[src/privileged_csr_trap_emulator_core_macros.svh]
// Assertion macros for the privileged CSR trap emulator core.
// They expect the including module to have clk and arst_n in scope.
`ifndef PRIVILEGED_CSR_TRAP_EMULATOR_CORE_MACROS_SVH
`define PRIVILEGED_CSR_TRAP_EMULATOR_CORE_MACROS_SVH

// Consequent must hold in the same cycle as the antecedent.
`define PCTE_ASSERT_NOW(lbl, ante, cons, msg) \
	lbl: assert property (@(posedge clk) disable iff (!arst_n) (ante) |-> (cons)) \
		else $error(msg);

// Consequent must hold in the cycle after the antecedent.
`define PCTE_ASSERT_NEXT(lbl, ante, cons, msg) \
	lbl: assert property (@(posedge clk) disable iff (!arst_n) (ante) |=> (cons)) \
		else $error(msg);

`endif

[src/pcte_pkg.sv]
// Shared types, constants and tables of the privileged CSR trap emulator.
// Used by every module of the block; depends on nothing.
package pcte_pkg;

	// Number of entries in the CSR store and in the address table.
	localparam int NUM_CSRS  = 36;
	localparam int TABLE_LEN = 36;

	// Table index width and memory address width.
	localparam int CSR_IX_W = $clog2(TABLE_LEN);
	localparam int MEM_AW   = (NUM_CSRS > 1) ? $clog2(NUM_CSRS) : 1;

	// Depth of the queue between the front and the back.
	localparam int QUEUE_DEPTH = 2;

	// Stream payload widths.
	localparam int IN_TDATA_W  = 160;
	localparam int IN_TUSER_W  = 1;
	localparam int OUT_BITS    = 137;
	localparam int OUT_TDATA_W = ((OUT_BITS + 7) / 8) * 8;

	// Privilege modes.
	localparam logic [1:0] MODE_U = 2'd0;
	localparam logic [1:0] MODE_S = 2'd1;
	localparam logic [1:0] MODE_M = 2'd2;

	// Instruction fields that select sret and mret.
	localparam logic [11:0] SRET_FIELD = 12'h102;
	localparam logic [11:0] MRET_FIELD = 12'h302;

	localparam logic [2:0] F3_SYSTEM = 3'd0;
	localparam logic [2:0] F3_CSRW   = 3'd1;
	localparam logic [2:0] F3_CSRR   = 3'd2;

	// Store entries with a fixed role.
	localparam logic [CSR_IX_W-1:0] IX_SSTATUS = CSR_IX_W'(8);
	localparam logic [CSR_IX_W-1:0] IX_STVEC   = CSR_IX_W'(12);
	localparam logic [CSR_IX_W-1:0] IX_SEPC    = CSR_IX_W'(14);
	localparam logic [CSR_IX_W-1:0] IX_VENDOR  = CSR_IX_W'(20);
	localparam logic [CSR_IX_W-1:0] IX_MSTATUS = CSR_IX_W'(24);
	localparam logic [CSR_IX_W-1:0] IX_MEPC    = CSR_IX_W'(30);

	localparam logic [63:0] VENDOR_ID = 64'hC5E536;

	// Status bit positions.
	localparam int SIE_BIT  = 1;
	localparam int MIE_BIT  = 3;
	localparam int SPIE_POS = 5;
	localparam int MPIE_POS = 7;
	localparam int SPP_BIT  = 8;
	localparam int MPP_LO   = 11;
	localparam int MPP_HI   = 12;

	// Address code and minimum privilege of every table entry.
	localparam logic [11:0] CSR_CODE [TABLE_LEN] = '{
		12'h000, 12'h004, 12'h005, 12'h040, 12'h041, 12'h042, 12'h043, 12'h044,
		12'h100, 12'h102, 12'h103, 12'h104, 12'h105, 12'h140, 12'h141, 12'h142,
		12'h143, 12'h144, 12'h180, 12'h301, 12'hF11, 12'hF12, 12'hF13, 12'hF14,
		12'h300, 12'h302, 12'h303, 12'h304, 12'h305, 12'h340, 12'h341, 12'h342,
		12'h343, 12'h344, 12'h3A0, 12'h3A1
	};

	localparam logic [1:0] CSR_MIN_MODE [TABLE_LEN] = '{
		2'd0, 2'd0, 2'd0, 2'd0, 2'd0, 2'd0, 2'd0, 2'd0,
		2'd1, 2'd1, 2'd1, 2'd1, 2'd1, 2'd1, 2'd1, 2'd1,
		2'd1, 2'd1, 2'd1, 2'd2, 2'd2, 2'd2, 2'd2, 2'd2,
		2'd2, 2'd2, 2'd2, 2'd2, 2'd2, 2'd2, 2'd2, 2'd2,
		2'd2, 2'd2, 2'd2, 2'd2
	};

	// What the back has to do with an item.
	typedef enum logic [2:0] {
		K_INVALID,
		K_ECALL,
		K_SRET,
		K_MRET,
		K_CSRW,
		K_CSRR
	} pcte_kind_t;

	// One classified item as it travels through the queue.
	typedef struct packed {
		pcte_kind_t            kind;
		logic                  found;
		logic [CSR_IX_W-1:0]   csr_ix;
		logic [1:0]            min_mode;
		logic [4:0]            rd;
		logic [63:0]           pc;
		logic [63:0]           wdata;
	} pcte_item_t;

	// Queue fill status seen by both sides.
	typedef struct packed {
		logic full;
		logic empty;
	} pcte_q_status_t;

	function automatic logic csr_in_range(logic [CSR_IX_W-1:0] ix);
		return int'(ix) < NUM_CSRS;
	endfunction

	function automatic logic [63:0] csr_reset_value(logic [CSR_IX_W-1:0] ix);
		return (ix == IX_VENDOR) ? VENDOR_ID : 64'd0;
	endfunction

endpackage

[src/pcte_queue.sv]
// Short first-in first-out queue of classified items between front and back.
// Depends on pcte_pkg for the item type and the depth.
module pcte_queue (
	input  logic                     clk,
	input  logic                     arst_n,
	input  logic                     push,
	input  pcte_pkg::pcte_item_t     push_item,
	input  logic                     pop,
	output pcte_pkg::pcte_item_t     head_item,
	output pcte_pkg::pcte_q_status_t status
);
	import pcte_pkg::*;

	localparam int PTR_W = (QUEUE_DEPTH > 1) ? $clog2(QUEUE_DEPTH) : 1;
	localparam int CNT_W = $clog2(QUEUE_DEPTH + 1);

	pcte_item_t        slots_q [QUEUE_DEPTH];
	logic [PTR_W-1:0]  wr_ptr_q;
	logic [PTR_W-1:0]  rd_ptr_q;
	logic [CNT_W-1:0]  count_q;

	function automatic logic [PTR_W-1:0] ptr_next(logic [PTR_W-1:0] p);
		return (p == PTR_W'(QUEUE_DEPTH - 1)) ? '0 : p + PTR_W'(1);
	endfunction

	assign head_item    = slots_q[rd_ptr_q];
	assign status.full  = (count_q == CNT_W'(QUEUE_DEPTH));
	assign status.empty = (count_q == '0);

	always_ff @(posedge clk) begin
		if (push) begin
			slots_q[wr_ptr_q] <= push_item;
		end
	end

	always_ff @(posedge clk or negedge arst_n) begin
		if (!arst_n) begin
			wr_ptr_q <= '0;
			rd_ptr_q <= '0;
			count_q  <= '0;
		end else begin
			if (push) begin
				wr_ptr_q <= ptr_next(wr_ptr_q);
			end
			if (pop) begin
				rd_ptr_q <= ptr_next(rd_ptr_q);
			end
			if (push && !pop) begin
				count_q <= count_q + CNT_W'(1);
			end else if (pop && !push) begin
				count_q <= count_q - CNT_W'(1);
			end
		end
	end

endmodule

[src/pcte_front.sv]
// Input side: takes items from the stream, decodes the instruction and looks
// up the CSR address code. Depends on pcte_pkg for the tables and item type.
module pcte_front (
	input  logic                          s_axis_tvalid,
	output logic                          s_axis_tready,
	// tdata: instr_word[31:0], pc[95:32], rs1_value[159:96]
	input  logic [pcte_pkg::IN_TDATA_W-1:0] s_axis_tdata,
	// tuser: op[0]
	input  logic [pcte_pkg::IN_TUSER_W-1:0] s_axis_tuser,
	input  pcte_pkg::pcte_q_status_t      q_status,
	output logic                          q_push,
	output pcte_pkg::pcte_item_t          q_item
);
	import pcte_pkg::*;

	logic        op;
	logic [31:0] instr;
	logic [63:0] pc;
	logic [63:0] rs1_value;
	logic [4:0]  rd;
	logic [2:0]  funct3;
	logic [4:0]  rs1;
	logic [11:0] field;

	assign op        = s_axis_tuser[0];
	assign instr     = s_axis_tdata[31:0];
	assign pc        = s_axis_tdata[95:32];
	assign rs1_value = s_axis_tdata[159:96];

	assign rd     = instr[11:7];
	assign funct3 = instr[14:12];
	assign rs1    = instr[19:15];
	assign field  = instr[31:20];

	assign s_axis_tready = !q_status.full;
	assign q_push        = s_axis_tvalid && !q_status.full;

	always_comb begin
		q_item          = '0;
		q_item.rd       = rd;
		q_item.pc       = pc;
		// Register 0 always reads as zero.
		q_item.wdata    = (rs1 == 5'd0) ? 64'd0 : rs1_value;

		if (op) begin
			q_item.kind = K_ECALL;
		end else if (funct3 == F3_SYSTEM && field == SRET_FIELD) begin
			q_item.kind = K_SRET;
		end else if (funct3 == F3_SYSTEM && field == MRET_FIELD) begin
			q_item.kind = K_MRET;
		end else if (funct3 == F3_CSRW) begin
			q_item.kind = K_CSRW;
		end else if (funct3 == F3_CSRR) begin
			q_item.kind = K_CSRR;
		end else begin
			q_item.kind = K_INVALID;
		end

		// The codes are fixed, so the lookup is one compare per entry.
		for (int i = 0; i < TABLE_LEN; i++) begin
			if (i < NUM_CSRS && !q_item.found && CSR_CODE[i] == field) begin
				q_item.found    = 1'b1;
				q_item.csr_ix   = CSR_IX_W'(i);
				q_item.min_mode = CSR_MIN_MODE[i];
			end
		end
	end

endmodule

[src/pcte_back.sv]
// Execution side: holds the CSR store and privilege mode, carries out each
// item and drives the result stream. Depends on pcte_pkg.
module pcte_back (
	input  logic                          clk,
	input  logic                          arst_n,
	input  pcte_pkg::pcte_item_t          q_item,
	input  pcte_pkg::pcte_q_status_t      q_status,
	output logic                          q_pop,
	output logic                          m_axis_tvalid,
	input  logic                          m_axis_tready,
	// tdata: next_pc[63:0], rd_write[64], rd_index[69:65], rd_value[133:70],
	//        kill[134], mode_now[136:135], zero fill above
	output logic [pcte_pkg::OUT_TDATA_W-1:0] m_axis_tdata
);
	import pcte_pkg::*;

	typedef enum logic [1:0] {
		ST_IDLE = 2'b01,
		ST_EXEC = 2'b10
	} pcte_back_state_t;

	pcte_back_state_t     state_q;
	logic [1:0]           mode_q;
	logic [NUM_CSRS-1:0]  valid_q;
	logic [63:0]          mem_q [NUM_CSRS];

	pcte_item_t           item_q;
	logic [CSR_IX_W-1:0]  addr_a_q;
	logic [CSR_IX_W-1:0]  addr_b_q;
	logic [63:0]          raw_a_q;
	logic [63:0]          raw_b_q;

	logic                 out_valid_q;
	logic [63:0]          out_npc_q;
	logic                 out_rdw_q;
	logic [4:0]           out_rdi_q;
	logic [63:0]          out_rdv_q;
	logic                 out_kill_q;
	logic [1:0]           out_mode_q;

	logic [CSR_IX_W-1:0]  raddr_a;
	logic [CSR_IX_W-1:0]  raddr_b;
	logic [63:0]          opa;
	logic [63:0]          opb;

	logic                 exec;
	logic                 wr_req;
	logic                 wr_en;
	logic [CSR_IX_W-1:0]  waddr;
	logic [63:0]          wdata;
	logic [63:0]          npc;
	logic                 rdw;
	logic [63:0]          rdv;
	logic                 kill;
	logic [1:0]           mode_next;
	logic                 priv_ok;

	// Take an item only when the result register is, or is about to be, free.
	assign q_pop = (state_q == ST_IDLE) && !q_status.empty
		&& (!out_valid_q || m_axis_tready);
	assign exec  = (state_q == ST_EXEC);

	always_comb begin
		raddr_a = q_item.csr_ix;
		raddr_b = IX_SEPC;
		case (q_item.kind)
			K_ECALL: begin
				raddr_a = IX_STVEC;
			end
			K_SRET: begin
				raddr_a = IX_SSTATUS;
				raddr_b = IX_SEPC;
			end
			K_MRET: begin
				raddr_a = IX_MSTATUS;
				raddr_b = IX_MEPC;
			end
			default: begin
				raddr_a = q_item.csr_ix;
			end
		endcase
	end

	// Registered two-port read of the store, issued as the item is taken.
	always_ff @(posedge clk) begin
		if (q_pop) begin
			item_q   <= q_item;
			addr_a_q <= raddr_a;
			addr_b_q <= raddr_b;
			raw_a_q  <= mem_q[raddr_a[MEM_AW-1:0]];
			raw_b_q  <= mem_q[raddr_b[MEM_AW-1:0]];
		end
		if (wr_en) begin
			mem_q[waddr[MEM_AW-1:0]] <= wdata;
		end
	end

	// An entry not written since reset reads as its reset value.
	assign opa = !csr_in_range(addr_a_q) ? 64'd0 :
		valid_q[addr_a_q[MEM_AW-1:0]] ? raw_a_q : csr_reset_value(addr_a_q);
	assign opb = !csr_in_range(addr_b_q) ? 64'd0 :
		valid_q[addr_b_q[MEM_AW-1:0]] ? raw_b_q : csr_reset_value(addr_b_q);

	always_comb begin
		wr_req    = 1'b0;
		waddr     = item_q.csr_ix;
		wdata     = item_q.wdata;
		npc       = item_q.pc;
		rdw       = 1'b0;
		rdv       = 64'd0;
		kill      = 1'b0;
		mode_next = mode_q;
		priv_ok   = item_q.found && (mode_q >= item_q.min_mode);
		case (item_q.kind)
			K_ECALL: begin
				wr_req    = 1'b1;
				waddr     = IX_SEPC;
				wdata     = item_q.pc;
				npc       = opa;
				mode_next = MODE_S;
			end
			K_SRET: begin
				if (mode_q == MODE_S || mode_q == MODE_M) begin
					wr_req           = 1'b1;
					waddr            = IX_SSTATUS;
					wdata            = opa;
					wdata[SPP_BIT]   = 1'b0;
					wdata[SPIE_POS]  = 1'b0;
					wdata[SIE_BIT]   = opa[SPIE_POS];
					npc              = opb;
					mode_next        = {1'b0, opa[SPP_BIT]};
				end else begin
					kill = 1'b1;
				end
			end
			K_MRET: begin
				if (mode_q == MODE_M) begin
					wr_req                = 1'b1;
					waddr                 = IX_MSTATUS;
					wdata                 = opa;
					wdata[MPP_HI:MPP_LO]  = 2'b00;
					wdata[MPIE_POS]       = 1'b0;
					wdata[MIE_BIT]        = opa[MPIE_POS];
					npc                   = opb;
					// Both upper MPP codes return to machine mode.
					mode_next = opa[MPP_HI] ? MODE_M : {1'b0, opa[MPP_LO]};
				end else begin
					kill = 1'b1;
				end
			end
			K_CSRW: begin
				npc = item_q.pc + 64'd4;
				if (priv_ok) begin
					wr_req = 1'b1;
				end else begin
					kill = 1'b1;
				end
			end
			K_CSRR: begin
				npc = item_q.pc + 64'd4;
				if (!priv_ok) begin
					kill = 1'b1;
				end else if (item_q.rd != 5'd0) begin
					rdw = 1'b1;
					rdv = opa;
				end
			end
			default: begin
				kill = 1'b1;
			end
		endcase
	end

	assign wr_en = exec && wr_req && csr_in_range(waddr);

	always_ff @(posedge clk or negedge arst_n) begin
		if (!arst_n) begin
			state_q     <= ST_IDLE;
			mode_q      <= MODE_M;
			valid_q     <= '0;
			out_valid_q <= 1'b0;
		end else begin
			case (state_q)
				ST_IDLE: begin
					if (q_pop) begin
						state_q <= ST_EXEC;
					end
				end
				ST_EXEC: begin
					state_q <= ST_IDLE;
					mode_q  <= mode_next;
					if (wr_en) begin
						valid_q[waddr[MEM_AW-1:0]] <= 1'b1;
					end
				end
				default: begin
					state_q <= ST_IDLE;
				end
			endcase
			if (exec) begin
				out_valid_q <= 1'b1;
			end else if (m_axis_tready) begin
				out_valid_q <= 1'b0;
			end
		end
	end

	always_ff @(posedge clk) begin
		if (exec) begin
			out_npc_q  <= npc;
			out_rdw_q  <= rdw;
			out_rdi_q  <= rdw ? item_q.rd : 5'd0;
			out_rdv_q  <= rdv;
			out_kill_q <= kill;
			out_mode_q <= mode_next;
		end
	end

	assign m_axis_tvalid = out_valid_q;
	assign m_axis_tdata  = {(OUT_TDATA_W - OUT_BITS)'(0), out_mode_q, out_kill_q,
		out_rdv_q, out_rdi_q, out_rdw_q, out_npc_q};

endmodule

[src/privileged_csr_trap_emulator_core.sv]
// The back takes one item at a time from the queue: it reads the CSR store, registered, as it
// takes the item, then executes and writes back, and takes no new item before that is done or
// while a result is held up by the receiver.
// The front takes items whenever the two-entry queue has room, also while a result waits.
// Reset (arst_n low, asynchronous) empties the queue, drops any pending result, enters machine
// mode and marks every CSR entry as holding its reset value; no clearing pass follows.
`include "privileged_csr_trap_emulator_core_macros.svh"

module privileged_csr_trap_emulator_core (
	input  logic                            clk,
	input  logic                            arst_n,
	input  logic                            s_axis_tvalid,
	output logic                            s_axis_tready,
	// tdata: instr_word[31:0], pc[95:32], rs1_value[159:96]
	input  logic [pcte_pkg::IN_TDATA_W-1:0] s_axis_tdata,
	// tuser: op[0] (0 trapped instruction, 1 environment call)
	input  logic [pcte_pkg::IN_TUSER_W-1:0] s_axis_tuser,
	output logic                            m_axis_tvalid,
	input  logic                            m_axis_tready,
	// tdata: next_pc[63:0], rd_write[64], rd_index[69:65], rd_value[133:70],
	//        kill[134], mode_now[136:135], zero fill up to bit 143
	output logic [pcte_pkg::OUT_TDATA_W-1:0] m_axis_tdata
);
	import pcte_pkg::*;

	// The front decodes each item and looks up its CSR code; the result is a
	// classified item that waits in the queue until the back is free.
	logic           q_push;
	logic           q_pop;
	pcte_item_t     q_in_item;
	pcte_item_t     q_head_item;
	pcte_q_status_t q_status;

	pcte_front u_front (
		.s_axis_tvalid (s_axis_tvalid),
		.s_axis_tready (s_axis_tready),
		.s_axis_tdata  (s_axis_tdata),
		.s_axis_tuser  (s_axis_tuser),
		.q_status      (q_status),
		.q_push        (q_push),
		.q_item        (q_in_item)
	);

	pcte_queue u_queue (
		.clk       (clk),
		.arst_n    (arst_n),
		.push      (q_push),
		.push_item (q_in_item),
		.pop       (q_pop),
		.head_item (q_head_item),
		.status    (q_status)
	);

	// The back owns all architectural state: the CSR store, its valid bits
	// and the privilege mode. It handles one item at a time, reading the
	// store as it takes the item and writing it back in the execute state,
	// before it can take the next, so no read can see a stale value.
	pcte_back u_back (
		.clk           (clk),
		.arst_n        (arst_n),
		.q_item        (q_head_item),
		.q_status      (q_status),
		.q_pop         (q_pop),
		.m_axis_tvalid (m_axis_tvalid),
		.m_axis_tready (m_axis_tready),
		.m_axis_tdata  (m_axis_tdata)
	);

	// The front must never push into a full queue, nor the back pop an empty one.
	`PCTE_ASSERT_NOW(a_push_not_full, q_push, !q_status.full, "push into full queue")
	`PCTE_ASSERT_NOW(a_pop_not_empty, q_pop, !q_status.empty, "pop from empty queue")
	// An accepted item is held in the queue in the following cycle.
	`PCTE_ASSERT_NEXT(a_accept_lands, s_axis_tvalid && s_axis_tready, !q_status.empty,
		"accepted item missing from queue")
	// A killed item never writes a destination register.
	`PCTE_ASSERT_NOW(a_kill_no_write, m_axis_tvalid && m_axis_tdata[134], !m_axis_tdata[64],
		"killed item writes rd")

endmodule

[config.mk]
export PLATFORM = sky130hd
export DESIGN_NAME = privileged_csr_trap_emulator_core
export DESIGN_NICKNAME = d
export VERILOG_FILES = /design/src/pcte_pkg.sv /design/src/pcte_queue.sv /design/src/pcte_front.sv /design/src/pcte_back.sv /design/src/privileged_csr_trap_emulator_core.sv
export VERILOG_INCLUDE_DIRS = /design/src /design/src/src
export SDC_FILE = /design/constraint.sdc
export NUM_CORES = 2
export LEC_CHECK = 0
export BUFFER_PORTS_ARGS = -buffer_cell sky130_fd_sc_hd__clkbuf_2
export CAP_MARGIN = 20
export CORE_MARGIN = 2
export CORE_UTILIZATION = 45
export DETAILED_ROUTE_END_ITERATION = 8
export SYNTH_ARGS = -nofsm -noshare
export SYNTH_HDL_FRONTEND = slang
export SYNTH_HIERARCHICAL = 1
export SYNTH_SLANG_ARGS = --single-unit
[constraint.sdc]
create_clock -name clk -period 11.14 [get_ports clk]
set_clock_uncertainty 0.2 [all_clocks]
set_input_delay 1.114 -clock clk [delete_from_list [all_inputs] [get_ports clk]]
set_output_delay 1.114 -clock clk [all_outputs]
set_load 0.02 [all_outputs]
==> results_dict.tcl <==
set metrics [dict create \
    htreeDepth 5 \
    ios 311 \
    path_common_cell "buf_4" \
    yosys.cell_types.count 90 \
    final.min_clock_period_ns 6.123 \
    r2r_end "u_back/raw_a_q[33]$_DFFE_PP_" \
    sw_frac_of_total_pct 35.86 \
    r2r-start "u_queue/rd_ptr_q$_DFFE_PN0P_" \
    hold_violations 0 \
    yosysTopAreaCellShare_pct 75.17 \
    totalWireLength_mm 358.1 \
    synth_compound_area_share_pct 6.157 \
    cp_num_buf_inv 4 \
    syn_area_um2 120300 \
    synth-seq-area-share_pct 76.11 \
    clock_path_buffers 4 \
    dp_cells 10440 \
    final_nets 7392 \
    vdd_drop_max_v 0.0002767 \
    max_freq_mhz 163.3 \
    avgRoutedWirePerCell_um 32.57 \
    place_ws_ns 4.903 \
    ys_ff_latch 3056 \
    hp-class "in -> async" \
    cpMaxStageDelayCell "dfrtp_4" \
    final_layout_size_suffix_gt1_share_pct 19.43 \
    die-area_um2 271500 \
    rsz0062_at_grt "no" \
    dpl.hpwl_mm 198.8 \
    tightest_slew_ns 1.450 \
    p_switching_mw 14.64 \
    post_cts_buffers 0 \
    postSynth.asyncResetShare_pct 1.473 \
    p_per_area_nw_per_um2 301.3 \
    synth_edf_count 3011 \
    setup_slack_ns 5.017 \
    first_global_vias 65540 \
    area_delta_synth_final_pct 12.64 \
    start_util_pct 45.29 \
    first_pass_iters 6 \
    status "finished clean" \
    die_y_um 521.0 \
    via_count 68890 \
    period_share_pct 54.96 \
    gp_congestion 0.9144 \
    drt_iter0_markers 10490 \
    worstPathArrival_ns 6.52 \
    netlist_top_cells_area "edfxtp_1 (75%), mux4_2 (4.9%), mux2i_1 (2.9%), nand2_1 (2.5%), mux2_2 (1.4%)" \
    p_total_mw 40.82 \
    yosys-top-cells-count "edfxtp_1 (3011), nand2_1 (788), mux2i_1 (350)" \
    path_class "reg -> reg" \
    clkSinkCount 3056 \
    track_usage_pct 25.78 \
    ys_warn_count 6 \
    port_buffers 296 \
    cap_violations 0 \
    synth_xor_area_share_pct 0.2330 \
    core_area_um2 265600 \
    power.leakage_nw 45.15 \
    critPathCaptureType "flop" \
    seqPwrFrac_pct 43.6 \
    cts_resized 0 \
    tritoncts "done" \
    setup_tns_ns 0 \
    finalSetupViolations 0 \
    finalMaxSlewViolations 0 \
    yosys.area.top_type "edfxtp_1" \
    grt_pass1_wl_mm 499.9 \
    critPathMaxStageDelay_ns 0.90 \
    power_frac_comb_pct 32.3 \
    synthAdderAreaFrac_pct 0.06241 \
    synth_top_family_by_area "multiplexers" \
    clkLatencyLatePin_ns 0.88 \
    p_int_mw 26.19 \
    p_clk_share_pct 24.2 \
    place_area_um2 125900 \
    netlist_instances 6936 \
    crit_required_ns 11.54 \
    ys.flop_type "edfxtp_1" \
    route.detailed.drc 0 \
    grt.overflow.total 0 \
    postSynthAreaPerCell_um2 17.34 \
    relSlewSlack_pct 3.304 \
    yosysMostFrequentCell "edfxtp_1" \
    ant_nets 0 \
    synthMuxAreaShare_pct 9.224 \
    holdBufCountCts 0 \
    cts-root-buf "clkbuf_16" \
    final_cells 11000 \
    numCtsBuffers 305 \
    grt_max_degree 141 \
    synth-simple-area-share_pct 5.864 \
    path_max_fanout 108 \
    fin_area_um2 135500 \
    path_cells "mux2_2 -> o21bai_2 -> nor2b_4 -> buf_4 -> inv_8 -> buf_4 -> buf_4 -> a221oi_1 -> a311oi_1 -> a211oi_1 -> or3_1" \
    antenna_found_initial 30 \
    startpoint_type "flop" \
    rr_worst_depth 11 \
    cp_top_family "buffers and inverters" \
    path_clk_slew_ns 0.06 \
    routed_via_density 6.265 \
    rows 189 \
    ff2ff_setup_slack_ns 5.02 \
    fp.dieW_um 521.0 \
]
routing by layer:
| layer | up-vias | routed length [um] | track usage (%) |
|---|---|---|---|
| met5 | - | 13 | 0 |
| met4 | 2 | 10870 | 8.021 |
| met3 | 592 | 40400 | 5.509 |
| met2 | 4104 | 160100 | 38.67 |
| met1 | 35880 | 146700 | 37.85 |
| li1 | 28310 | - | - |
cells by family after synthesis:
family	after synthesis
adder cells (fa/ha/maj)	6
XOR/XNOR	32
AND/OR/NAND/NOR	1526
other	1
multiplexers	761
flip-flops	3056
AO/OA/AOI/OAI	962
buffers and inverters	592
registers in the layout (all words and copies together), names as in the netlist, 2 cells and up:
| register | flops |
|---|---|
| u_back/mem_q | 2304 |
| u_queue/slots_q | 290 |
| u_back/item_q | 145 |
| u_back/out_npc_q | 64 |
| u_back/out_rdv_q | 64 |
| u_back/raw_a_q | 64 |
| u_back/raw_b_q | 64 |
| u_back/valid_q | 36 |
| u_back/addr_a_q | 6 |
| u_back/out_rdi_q | 5 |
| u_back/mode_q | 2 |
| u_back/out_mode_q | 2 |
| u_back/state_q | 2 |
| u_queue/count_q | 2 |
power groups by stage:
stage / sequential (mW) / combinational, mW / clock, mW
finish: 17.8 / 13.2 / 9.87
global route: 17.8 / 13.9 / 10.4
CTS: 17.7 / 12.8 / 10.0
detailed placement: 18.0 / 12.8 / 0
global placement: 18.0 / 12.5 / 0
floorplan: 17.7 / 7.91 / 0
how the worst max path moves through the flow:
| stage | startpoint | end | slack, ns | cells after the start |
|---|---|---|---|---|
| 2_1_floorplan | m_axis_tready | u_queue/count_q[1]$_DFFE_PN0P_ | 2.11 | 6 |
| 3_3_place_gp | u_queue/rd_ptr_q$_DFFE_PN0P_ | u_back/raw_a_q[33]$_DFFE_PP_ | 4.96 | 11 |
| 3_5_place_dp | u_queue/rd_ptr_q$_DFFE_PN0P_ | u_back/raw_a_q[33]$_DFFE_PP_ | 4.90 | 11 |
| 4_1_cts | u_queue/rd_ptr_q$_DFFE_PN0P_ | u_back/raw_a_q[33]$_DFFE_PP_ | 4.88 | 11 |
| 5_1_grt | u_queue/rd_ptr_q$_DFFE_PN0P_ | u_back/raw_a_q[33]$_DFFE_PP_ | 4.83 | 11 |
| 6_report | u_queue/rd_ptr_q$_DFFE_PN0P_ | u_back/raw_a_q[33]$_DFFE_PP_ | 5.02 | 11 |
area by class of cell:
class | count | area, um^2
Fill cell | 21340 | 130100
Multi-Input combinational cell | 3294 | 26510
Sequential cell | 3056 | 91550
Clock inverter | 155 | 1296
Antenna cell | 12 | 30.03
Inverter | 66 | 275.3
Tap cell | 3533 | 4420
Clock buffer | 382 | 8100
Timing Repair Buffer | 498 | 3311
through the flow:
stage | hold WS (ns) | util, %
finish | 0.1960 | 51.02
global placement | 0.2409 | 47.35
global route | 0.2143 | 51.01
floorplan | 0.2278 | -
CTS | 0.1642 | 50.93
detailed placement | 0.2518 | 47.39
layout by cell type (no fill, tap or decap), drive strengths merged, types with 79 or more instances in the layout:
cell type and count:
nor2 115, a211oi 128, a21oi 95, buf 202, a31oi 79, edfxtp 3011, nand2 788, mux2i 351
a311oi 100, o21ai 88, clkinv 119, mux4 263, mux2 147, clkbuf 678, a221oi 105, o221ai 188
nand3 234
Power figures use the tool's default switching activity.
